$ cat config.mk
export PLATFORM = sky130hd
export DESIGN_NAME = quadrature_angle_seven_segment_display_unit
export DESIGN_NICKNAME = d
export VERILOG_FILES = /design/src/hw/rtl/qassd_pkg.sv /design/src/hw/rtl/qassd_ctrl.sv /design/src/hw/rtl/qassd_dp.sv /design/src/hw/rtl/quadrature_angle_seven_segment_display_unit.sv
export SDC_FILE = /design/constraint.sdc
export NUM_CORES = 1
export LEC_CHECK = 0
export ABC_AREA = 1
export BUFFER_PORTS_ARGS = -buffer_cell sky130_fd_sc_hd__buf_2
export CORE_MARGIN = 2
export CORE_UTILIZATION = 30
export DETAILED_ROUTE_END_ITERATION = 8
export SLEW_MARGIN = 5
export SYNTH_ARGS = -nofsm -noshare
export SYNTH_HDL_FRONTEND = slang
export SYNTH_SLANG_ARGS = --single-unit
$ cat constraint.sdc
create_clock -name clk -period 9.1 [get_ports clk]
set_clock_uncertainty 0.2 [all_clocks]
set_input_delay 0.91 -clock clk [delete_from_list [all_inputs] [get_ports clk]]
set_output_delay 0.91 -clock clk [all_outputs]
set_load 0.02 [all_outputs]
$ cat src/hw/rtl/qassd_pkg.sv
// package: types, constants and the segment lookup function of the quadrature angle display
`default_nettype none

package qassd_pkg;

	localparam int NUM_DIGITS  = 5;
	localparam int SCAN_W      = (NUM_DIGITS > 2) ? $clog2(NUM_DIGITS) : 1;
	localparam int CNT_W       = SCAN_W;
	localparam int COUNT_W     = 15;
	localparam int SCALE_W     = 4;
	localparam int SCALED_W    = 18;
	localparam int MAG_W       = 17;
	localparam int EN_W        = 5;
	localparam int SEG_W       = 7;
	localparam int S_DATA_W    = 8;
	localparam int M_DATA_W    = 32;
	localparam int M_PAYLOAD_W = EN_W + SEG_W + SCALED_W;

	localparam int unsigned DIG_LIMIT   = 10 ** NUM_DIGITS - 1;
	localparam int          COUNT_LIMIT = 11111;
	localparam logic [SCALE_W-1:0] SCALE_MAX   = 4'd9;
	localparam logic [SCALE_W-1:0] SCALE_RESET = 4'd9;

	// x / 10 == (x * RECIP10) >> RECIP_SH, exact for x below 2**22
	localparam logic [19:0] RECIP10  = 20'd838861;
	localparam int          RECIP_SH = 23;

	localparam logic [SEG_W-1:0] SEG_MINUS = 7'h40;
	localparam logic [SEG_W-1:0] SEG_BLANK = 7'h00;

	// bit places of the input item in s_tdata
	localparam int IN_ENC_A = 0;
	localparam int IN_ENC_B = 1;
	localparam int IN_INDEX = 2;
	localparam int IN_STEP  = 3;

	typedef enum logic [1:0] {
		S_IDLE,
		S_LATCH,
		S_CONV,
		S_EMIT
	} state_t;

	typedef struct packed {
		logic accept;
		logic load_mag;
		logic conv_step;
		logic emit;
	} cmd_t;

	typedef struct packed {
		logic wrap;
		logic out_free;
	} sts_t;

	function automatic logic [SEG_W-1:0] seg_of(input logic [3:0] d);
		logic [SEG_W-1:0] s;
		case (d)
			4'd0: s = 7'h3F;
			4'd1: s = 7'h06;
			4'd2: s = 7'h5B;
			4'd3: s = 7'h4F;
			4'd4: s = 7'h66;
			4'd5: s = 7'h6D;
			4'd6: s = 7'h7D;
			4'd7: s = 7'h07;
			4'd8: s = 7'h7F;
			4'd9: s = 7'h6F;
			default: s = SEG_BLANK;
		endcase
		return s;
	endfunction

endpackage

`default_nettype wire

$ cat src/hw/rtl/qassd_ctrl.sv
// controller: sequences accept, frame latch, digit extraction and result load
`default_nettype none

module qassd_ctrl (
	input  wire logic            clk,
	input  wire logic            arst_n,
	input  wire logic            s_tvalid,
	output logic                 s_tready,
	input  wire qassd_pkg::sts_t sts,
	output qassd_pkg::cmd_t      cmd
);
	import qassd_pkg::*;

	state_t           state_q, state_nx;
	logic [CNT_W-1:0] conv_cnt_q;
	logic             conv_last;

	assign conv_last = (conv_cnt_q == CNT_W'(NUM_DIGITS - 1));

	always_ff @(posedge clk or negedge arst_n) begin
		if (!arst_n) begin
			state_q    <= S_IDLE;
			conv_cnt_q <= '0;
		end else begin
			state_q <= state_nx;
			if (state_q == S_LATCH) begin
				conv_cnt_q <= '0;
			end else if (state_q == S_CONV) begin
				conv_cnt_q <= conv_cnt_q + CNT_W'(1);
			end
		end
	end

	always_comb begin
		state_nx = state_q;
		cmd      = '0;
		s_tready = 1'b0;
		case (state_q)
			S_IDLE: begin
				s_tready = sts.out_free;
				if (s_tvalid && sts.out_free) begin
					cmd.accept = 1'b1;
					state_nx   = sts.wrap ? S_LATCH : S_EMIT;
				end
			end
			S_LATCH: begin
				cmd.load_mag = 1'b1;
				state_nx     = S_CONV;
			end
			S_CONV: begin
				cmd.conv_step = 1'b1;
				if (conv_last) begin
					state_nx = S_EMIT;
				end
			end
			S_EMIT: begin
				cmd.emit = 1'b1;
				state_nx = S_IDLE;
			end
			default: begin
				state_nx = S_IDLE;
			end
		endcase
	end

endmodule

`default_nettype wire

$ cat src/hw/rtl/qassd_dp.sv
// datapath: quadrature counter, scaler, digit extraction and result register
`default_nettype none

module qassd_dp (
	input  wire logic                           clk,
	input  wire logic                           arst_n,
	input  wire logic                           cfg_we,
	input  wire logic [qassd_pkg::SCALE_W-1:0]  cfg_data,
	input  wire logic [qassd_pkg::S_DATA_W-1:0] s_tdata,
	input  wire qassd_pkg::cmd_t                cmd,
	output qassd_pkg::sts_t                     sts,
	output logic                                m_tvalid,
	input  wire logic                           m_tready,
	output logic [qassd_pkg::M_DATA_W-1:0]      m_tdata
);
	import qassd_pkg::*;

	logic [SCALE_W-1:0]        scale_q;
	logic                      prev_a_q;
	logic                      prev_idx_q;
	logic signed [COUNT_W-1:0] count_q;
	logic [SCAN_W-1:0]         scan_q;
	logic                      neg_q;
	logic [3:0]                digits_q [NUM_DIGITS];
	logic [MAG_W-1:0]          mag_q;
	logic                      out_valid_q;
	logic [M_PAYLOAD_W-1:0]    out_data_q;

	logic                       in_a, in_b, in_idx, in_step;
	logic                       scan_last;
	logic [SCALE_W-1:0]         eff_scale;
	logic signed [SCALED_W-1:0] cnt_ext, scl_ext, scaled;
	logic [SCALED_W-1:0]        abs_val;
	logic [MAG_W-1:0]           mag_clamped;
	logic [MAG_W+19:0]          prod;
	logic [MAG_W-1:0]           quot, rem_full;
	logic [SCAN_W-1:0]          lead;
	logic [EN_W-1:0]            en;
	logic [SEG_W-1:0]           pattern;

	assign in_a      = s_tdata[IN_ENC_A];
	assign in_b      = s_tdata[IN_ENC_B];
	assign in_idx    = s_tdata[IN_INDEX];
	assign in_step   = s_tdata[IN_STEP];
	assign scan_last = (scan_q == SCAN_W'(NUM_DIGITS - 1));

	assign sts.wrap     = in_step && scan_last;
	assign sts.out_free = !out_valid_q || m_tready;

	// scale above nine acts as nine
	assign eff_scale = (scale_q > SCALE_MAX) ? SCALE_MAX : scale_q;
	assign cnt_ext   = {{(SCALED_W-COUNT_W){count_q[COUNT_W-1]}}, count_q};
	assign scl_ext   = {{(SCALED_W-SCALE_W){1'b0}}, eff_scale};
	assign scaled    = cnt_ext * scl_ext;

	assign abs_val     = scaled[SCALED_W-1] ? SCALED_W'(-scaled) : SCALED_W'(scaled);
	assign mag_clamped = (32'(abs_val) > DIG_LIMIT) ? MAG_W'(DIG_LIMIT) : abs_val[MAG_W-1:0];

	// one decimal digit per step: quotient by reciprocal, remainder by shift-add
	assign prod     = (MAG_W+20)'(mag_q) * (MAG_W+20)'(RECIP10);
	assign quot     = MAG_W'(prod >> RECIP_SH);
	assign rem_full = mag_q - ((quot << 3) + (quot << 1));

	// leftmost non-zero digit, last position when all are zero
	always_comb begin
		lead = SCAN_W'(NUM_DIGITS - 1);
		for (int p = NUM_DIGITS - 1; p >= 0; p--) begin
			if (digits_q[p] != 4'd0) begin
				lead = SCAN_W'(p);
			end
		end
	end

	always_comb begin
		for (int i = 0; i < EN_W; i++) begin
			en[i] = (int'(scan_q) == i);
		end
	end

	always_comb begin
		if (scan_q >= lead) begin
			pattern = seg_of(digits_q[scan_q]);
		end else if (neg_q && ((scan_q + SCAN_W'(1)) == lead)) begin
			pattern = SEG_MINUS;
		end else begin
			pattern = SEG_BLANK;
		end
	end

	always_ff @(posedge clk or negedge arst_n) begin
		if (!arst_n) begin
			scale_q    <= SCALE_RESET;
			prev_a_q   <= 1'b0;
			prev_idx_q <= 1'b1;
			count_q    <= '0;
			scan_q     <= '0;
			neg_q      <= 1'b0;
			for (int p = 0; p < NUM_DIGITS; p++) begin
				digits_q[p] <= '0;
			end
		end else begin
			if (cfg_we) begin
				scale_q <= cfg_data;
			end
			if (cmd.accept) begin
				prev_a_q   <= in_a;
				prev_idx_q <= in_idx;
				// index falling edge wins over an a edge
				if (prev_idx_q && !in_idx) begin
					count_q <= '0;
				end else if (in_a != prev_a_q) begin
					if (in_a == in_b) begin
						if (count_q < COUNT_W'(COUNT_LIMIT)) begin
							count_q <= count_q + COUNT_W'(1);
						end
					end else begin
						if (count_q > -COUNT_W'(COUNT_LIMIT)) begin
							count_q <= count_q - COUNT_W'(1);
						end
					end
				end
				if (in_step) begin
					scan_q <= scan_last ? '0 : scan_q + SCAN_W'(1);
				end
			end
			if (cmd.load_mag) begin
				neg_q <= scaled[SCALED_W-1];
			end
			if (cmd.conv_step) begin
				// units first, shifted rightwards to the last position
				digits_q[0] <= rem_full[3:0];
				for (int p = 1; p < NUM_DIGITS; p++) begin
					digits_q[p] <= digits_q[p-1];
				end
			end
		end
	end

	always_ff @(posedge clk) begin
		if (cmd.load_mag) begin
			mag_q <= mag_clamped;
		end else if (cmd.conv_step) begin
			mag_q <= quot;
		end
		if (cmd.emit) begin
			out_data_q <= {scaled, pattern, en};
		end
	end

	always_ff @(posedge clk or negedge arst_n) begin
		if (!arst_n) begin
			out_valid_q <= 1'b0;
		end else if (cmd.emit) begin
			out_valid_q <= 1'b1;
		end else if (m_tready) begin
			out_valid_q <= 1'b0;
		end
	end

	assign m_tvalid = out_valid_q;
	assign m_tdata  = {{(M_DATA_W-M_PAYLOAD_W){1'b0}}, out_data_q};

endmodule

`default_nettype wire

$ cat src/hw/rtl/quadrature_angle_seven_segment_display_unit.sv
// quadrature angle counter with multiplexed seven-segment display drive
// an accepted item passes through S_EMIT into the result register; when the scan wraps
// and a new frame is latched it passes through S_LATCH, then S_CONV at one decimal digit per cycle
// from the shared divide-by-ten step, then S_EMIT; one item in flight at a time
// throughput: the next item is taken only back in S_IDLE with the result slot free or draining
// reset: asynchronous, count and scan cleared, scale 9, display frame shows a single 0
`default_nettype none

module quadrature_angle_seven_segment_display_unit (
	input  wire logic                           clk,
	input  wire logic                           arst_n,
	input  wire logic                           cfg_we,
	input  wire logic [qassd_pkg::SCALE_W-1:0]  cfg_data,   // degrees_per_count
	input  wire logic                           s_tvalid,
	output logic                                s_tready,
	// enc_a, enc_b, index_level, scan_step, zero pad
	input  wire logic [qassd_pkg::S_DATA_W-1:0] s_tdata,
	output logic                                m_tvalid,
	input  wire logic                           m_tready,
	// digit_enable[4:0], segment_pattern[11:5], scaled_value[29:12], zero pad
	output logic [qassd_pkg::M_DATA_W-1:0]      m_tdata
);
	import qassd_pkg::*;

	cmd_t cmd;
	sts_t sts;

	qassd_ctrl u_ctrl (
		.clk      (clk),
		.arst_n   (arst_n),
		.s_tvalid (s_tvalid),
		.s_tready (s_tready),
		.sts      (sts),
		.cmd      (cmd)
	);

	qassd_dp u_dp (
		.clk      (clk),
		.arst_n   (arst_n),
		.cfg_we   (cfg_we),
		.cfg_data (cfg_data),
		.s_tdata  (s_tdata),
		.cmd      (cmd),
		.sts      (sts),
		.m_tvalid (m_tvalid),
		.m_tready (m_tready),
		.m_tdata  (m_tdata)
	);

	// an item is only taken when the result slot is free or draining
	a_slot_free: assert property (@(posedge clk) disable iff (!arst_n)
		s_tready |-> (!m_tvalid || m_tready))
		else $error("input taken while result slot is held");

	// one item in flight: no accept in the cycle after an accept
	a_one_item: assert property (@(posedge clk) disable iff (!arst_n)
		(s_tvalid && s_tready) |=> !s_tready)
		else $error("second item taken before result load");

	// at most one digit position enabled
	a_digit_onehot: assert property (@(posedge clk) disable iff (!arst_n)
		m_tvalid |-> $onehot0(m_tdata[EN_W-1:0]))
		else $error("more than one digit enabled");

	// each accepted item on the plain path gives a result registered out of S_EMIT
	a_result_follows: assert property (@(posedge clk) disable iff (!arst_n)
		(s_tvalid && s_tready) |=> ##1 (m_tvalid || !s_tready))
		else $error("result missing after item");

endmodule

`default_nettype wire

==> metrics <==
Achievable Freq 152.1 MHz; yosys synthesis warning count 0; antenna diode count 0; number of synthesized register bits 98; floorplan row count 76; Synth Area in XOR/XNOR 2.741%; Post-Synthesis Mean Instance Area 7.982 sq um; global-route usage over all layers 15.04%; worst-path cell with the longest stage delay sky130_fd_sc_hd__fa_1; # IOs 51; Chip Height 211.9 um; post-CTS setup buffer count 0; synthesized-area fraction occupied by ao, oa, aoi and oai cells 9.363%; share of cell area taken by muxes after synthesis 0.1737%; routed length per instance 14.12 um; Final TNS setup 0 ps; die area 44,890 sq um; length of the first detailed-routing pass in iterations 4; largest family of logic cells by synthesized area adder cells; Total Wirelength 31.79 mm; maximum number of pins on one net before global-route repair 52; Port-buffer cells 44; # H-tree levels 3; DRC violations left 0; via count 10,610; number of violations of the max-capacitance limit 0; Hold/Removal Path Class register to register; critical-path cell list ha_1 -> inv_1 -> fa_1 -> inv_1 -> fa_1 -> inv_1 -> fa_1 -> fa_1 -> fa_1 -> ha_1 -> nand4_1 -> o21ai_0 -> nand2_1 -> nand2_1 -> nand2_1 -> nand2_1 -> xor2_1 -> ha_1 -> xnor2_1 -> xnor3_1 -> xor2_1 -> o21ai_0; critical path peak fanout 4; clock latency on the worst-skew pair 370 ps; Antenna Nets Post-Route 0; critical path start-end classification register to register; Clock Root Buffer sky130_fd_sc_hd__clkbuf_16; wire length of the first global-routing pass 53.85 mm; CTS-repair resized insts 0; Main synth FF type sky130_fd_sc_hd__dfrtp_1; critical path startpoint category register; initial antenna violation count 0; family with the most delay on the worst path adder cells; worst slew slack as a fraction of its limit 36.89%; post-layout net count 1,988; commonest non-fill, non-tap cells in the layout sky130_fd_sc_hd__nand2_1, sky130_fd_sc_hd__inv_1, sky130_fd_sc_hd__ha_1, sky130_fd_sc_hd__fa_1, sky130_fd_sc_hd__nor2_1; share of synthesized area occupied by flip-flops and latches 20.76%; number of clock sinks seen by CTS 98; signal arrival time at the worst endpoint 6650 ps; final count of pins violating max slew 0; initial drt markers 507; share of synthesized cell area in and, or, nand and nor gates 19.88%; clock transition at the registers of the reported paths 80 ps; required time worst endpoint 9180 ps; drt via density 4.713; top cells by area, synth sky130_fd_sc_hd__ha_1, sky130_fd_sc_hd__fa_1, sky130_fd_sc_hd__edfxtp_1; final RePlAce weighted congestion 0.8884; global route total overflow 0; sum of buffers and inverters on the critical path 3; EDFF count, synth 47; x dimension of the die 211.9 um; Top cell by count, worst path sky130_fd_sc_hd__fa_1; number of buffers added to fix hold violations after cts 0; area of the core 42,890 sq um; delay of the slowest cell on the worst path 710 ps; maximum buffer depth of the clock tree 2; number of global-route vias before repair 10,860; number of distinct library cell variants in the gate-level netlist after synthesis 53; final setup vio count 0; CTS tree done; result of the run finished clean; leading cell type in the layout, fill and taps excluded sky130_fd_sc_hd__nand2_1; Post-Syn Area 12,960 sq um; min cycle time layout 6573 ps; ys async rst share 52.04%; layout overhead on the synthesized area 8.986%; endpoint class of the critical path register; RSZ-0062 raised after global routing no; fraction of final layout cells sized beyond drive strength 1 6.963%; most area-hungry cell type in the Yosys netlist sky130_fd_sc_hd__ha_1; Hold Violations, Final 0; share of synthesized cell area in full adder, half adder and majority cells 36.35%; pin slew with the least headroom to its limit 946.6 ps; HPWL Detailed 26.75 mm; share of the clock period used by the worst path after layout 72.23%; synthesized netlist cell count 1,624; area fraction of the dominant cell type after synthesis 19.21%; initial core utilization 30.23%; number of CTS-inserted buffers 9
[cells in the mapped netlist, drive strengths merged (14+ instances only)]
cell type  instances
a21oi             92
nor3              14
o21ai             81
inv              339
nand3             65
nand2            343
xor2              26
edfxtp            47
fa               111
nand4             38
dfrtp             48
o22ai             16
nor2             116
ha               199
[final timing paths]
path	from	to	slack [ps]	cells past startpoint
min reg2reg	u_dp.digits_q[2]	u_dp.digits_q[2]	310	2
max	u_dp.mag_q[7]	u_dp.digits_q[19]	2530	22
max in group asynchronous	arst_n	u_dp.digits_q[0]	7770	2
max reg2reg	u_dp.mag_q[7]	u_dp.digits_q[19]	2530	22
min in group asynchronous	arst_n	u_dp.count_q[14]	460	2
min	u_dp.digits_q[2]	u_dp.digits_q[2]	310	2
[metrics by stage]
| stage | hold WS, ps | setup WS [ps] | std cells | util [%] | area, sq um |
|---|---|---|---|---|---|
| 4_1_cts | 312.0 | 2566 | 2251 | 32.94 | 14130 |
| 3_5_place_dp | 292.4 | 2609 | 2235 | 32.23 | 13820 |
| 5_1_grt | 335.1 | 2213 | 2251 | 32.94 | 14130 |
| 3_3_place_gp | 278.9 | 2650 | 2235 | 32.23 | 13820 |
| 2_1_floorplan | 253.4 | 3361 | 1625 | - | 12970 |
| 6_report | 311.5 | 2527 | 2251 | 32.94 | 14130 |
[cell type report]
class | count | area (sq um)
clock buffers | 11 | 264.0
inverters | 341 | 1280
clock inverters | 5 | 41.29
repair buffers | 45 | 227.7
flip-flops and latches | 98 | 2691
multi-input cells | 1166 | 8891
well taps | 585 | 732.0
fillers | 4512 | 28760
[flip-flops by register name, indices dropped and copies added, names as in the netlist]
| name | cells |
|---|---|
| u_dp.out_data_q | 30 |
| u_dp.digits_q | 20 |
| u_dp.mag_q | 17 |
| u_dp.count_q | 15 |
| u_dp.scale_q | 4 |
| u_ctrl.conv_cnt_q | 3 |
| u_dp.scan_q | 3 |
| u_ctrl.state_q | 2 |
| u_dp.m_tvalid | 1 |
| u_dp.neg_q | 1 |
| u_dp.prev_a_q | 1 |
| u_dp.prev_idx_q | 1 |
[cell families (layout without fill, tap and decap cells)]
logic type	Yosys count	count (layout)
and+or+nand+nor	595	595
other	1	2
adders and majority gates	310	310
xor gates and xnor gates	39	39
DFF	98	98
buffers and inverters	361	402
muxes	2	2
AOI/OAI and AO/OA	218	218
[metal layers]
metal | global-route usage (%) | routed length [um] | vias to the layer above
li1 | - | - | 5303
met1 | 19.43 | 14720 | 5087
met2 | 25.99 | 15340 | 169
met3 | 1.617 | 924 | 49
met4 | 5.367 | 800 | 0
met5 | 0 | 0 | -
[worst min-delay path: stages (launching register included)]
cell and delay (ps):
sky130_fd_sc_hd__dfrtp_1 350, sky130_fd_sc_hd__nand2_1 50, sky130_fd_sc_hd__o21ai_0 70
Power is left out: the tool's default activity adds up to more than one toggle a clock period on the data nets, which glitch-free logic cannot reach.
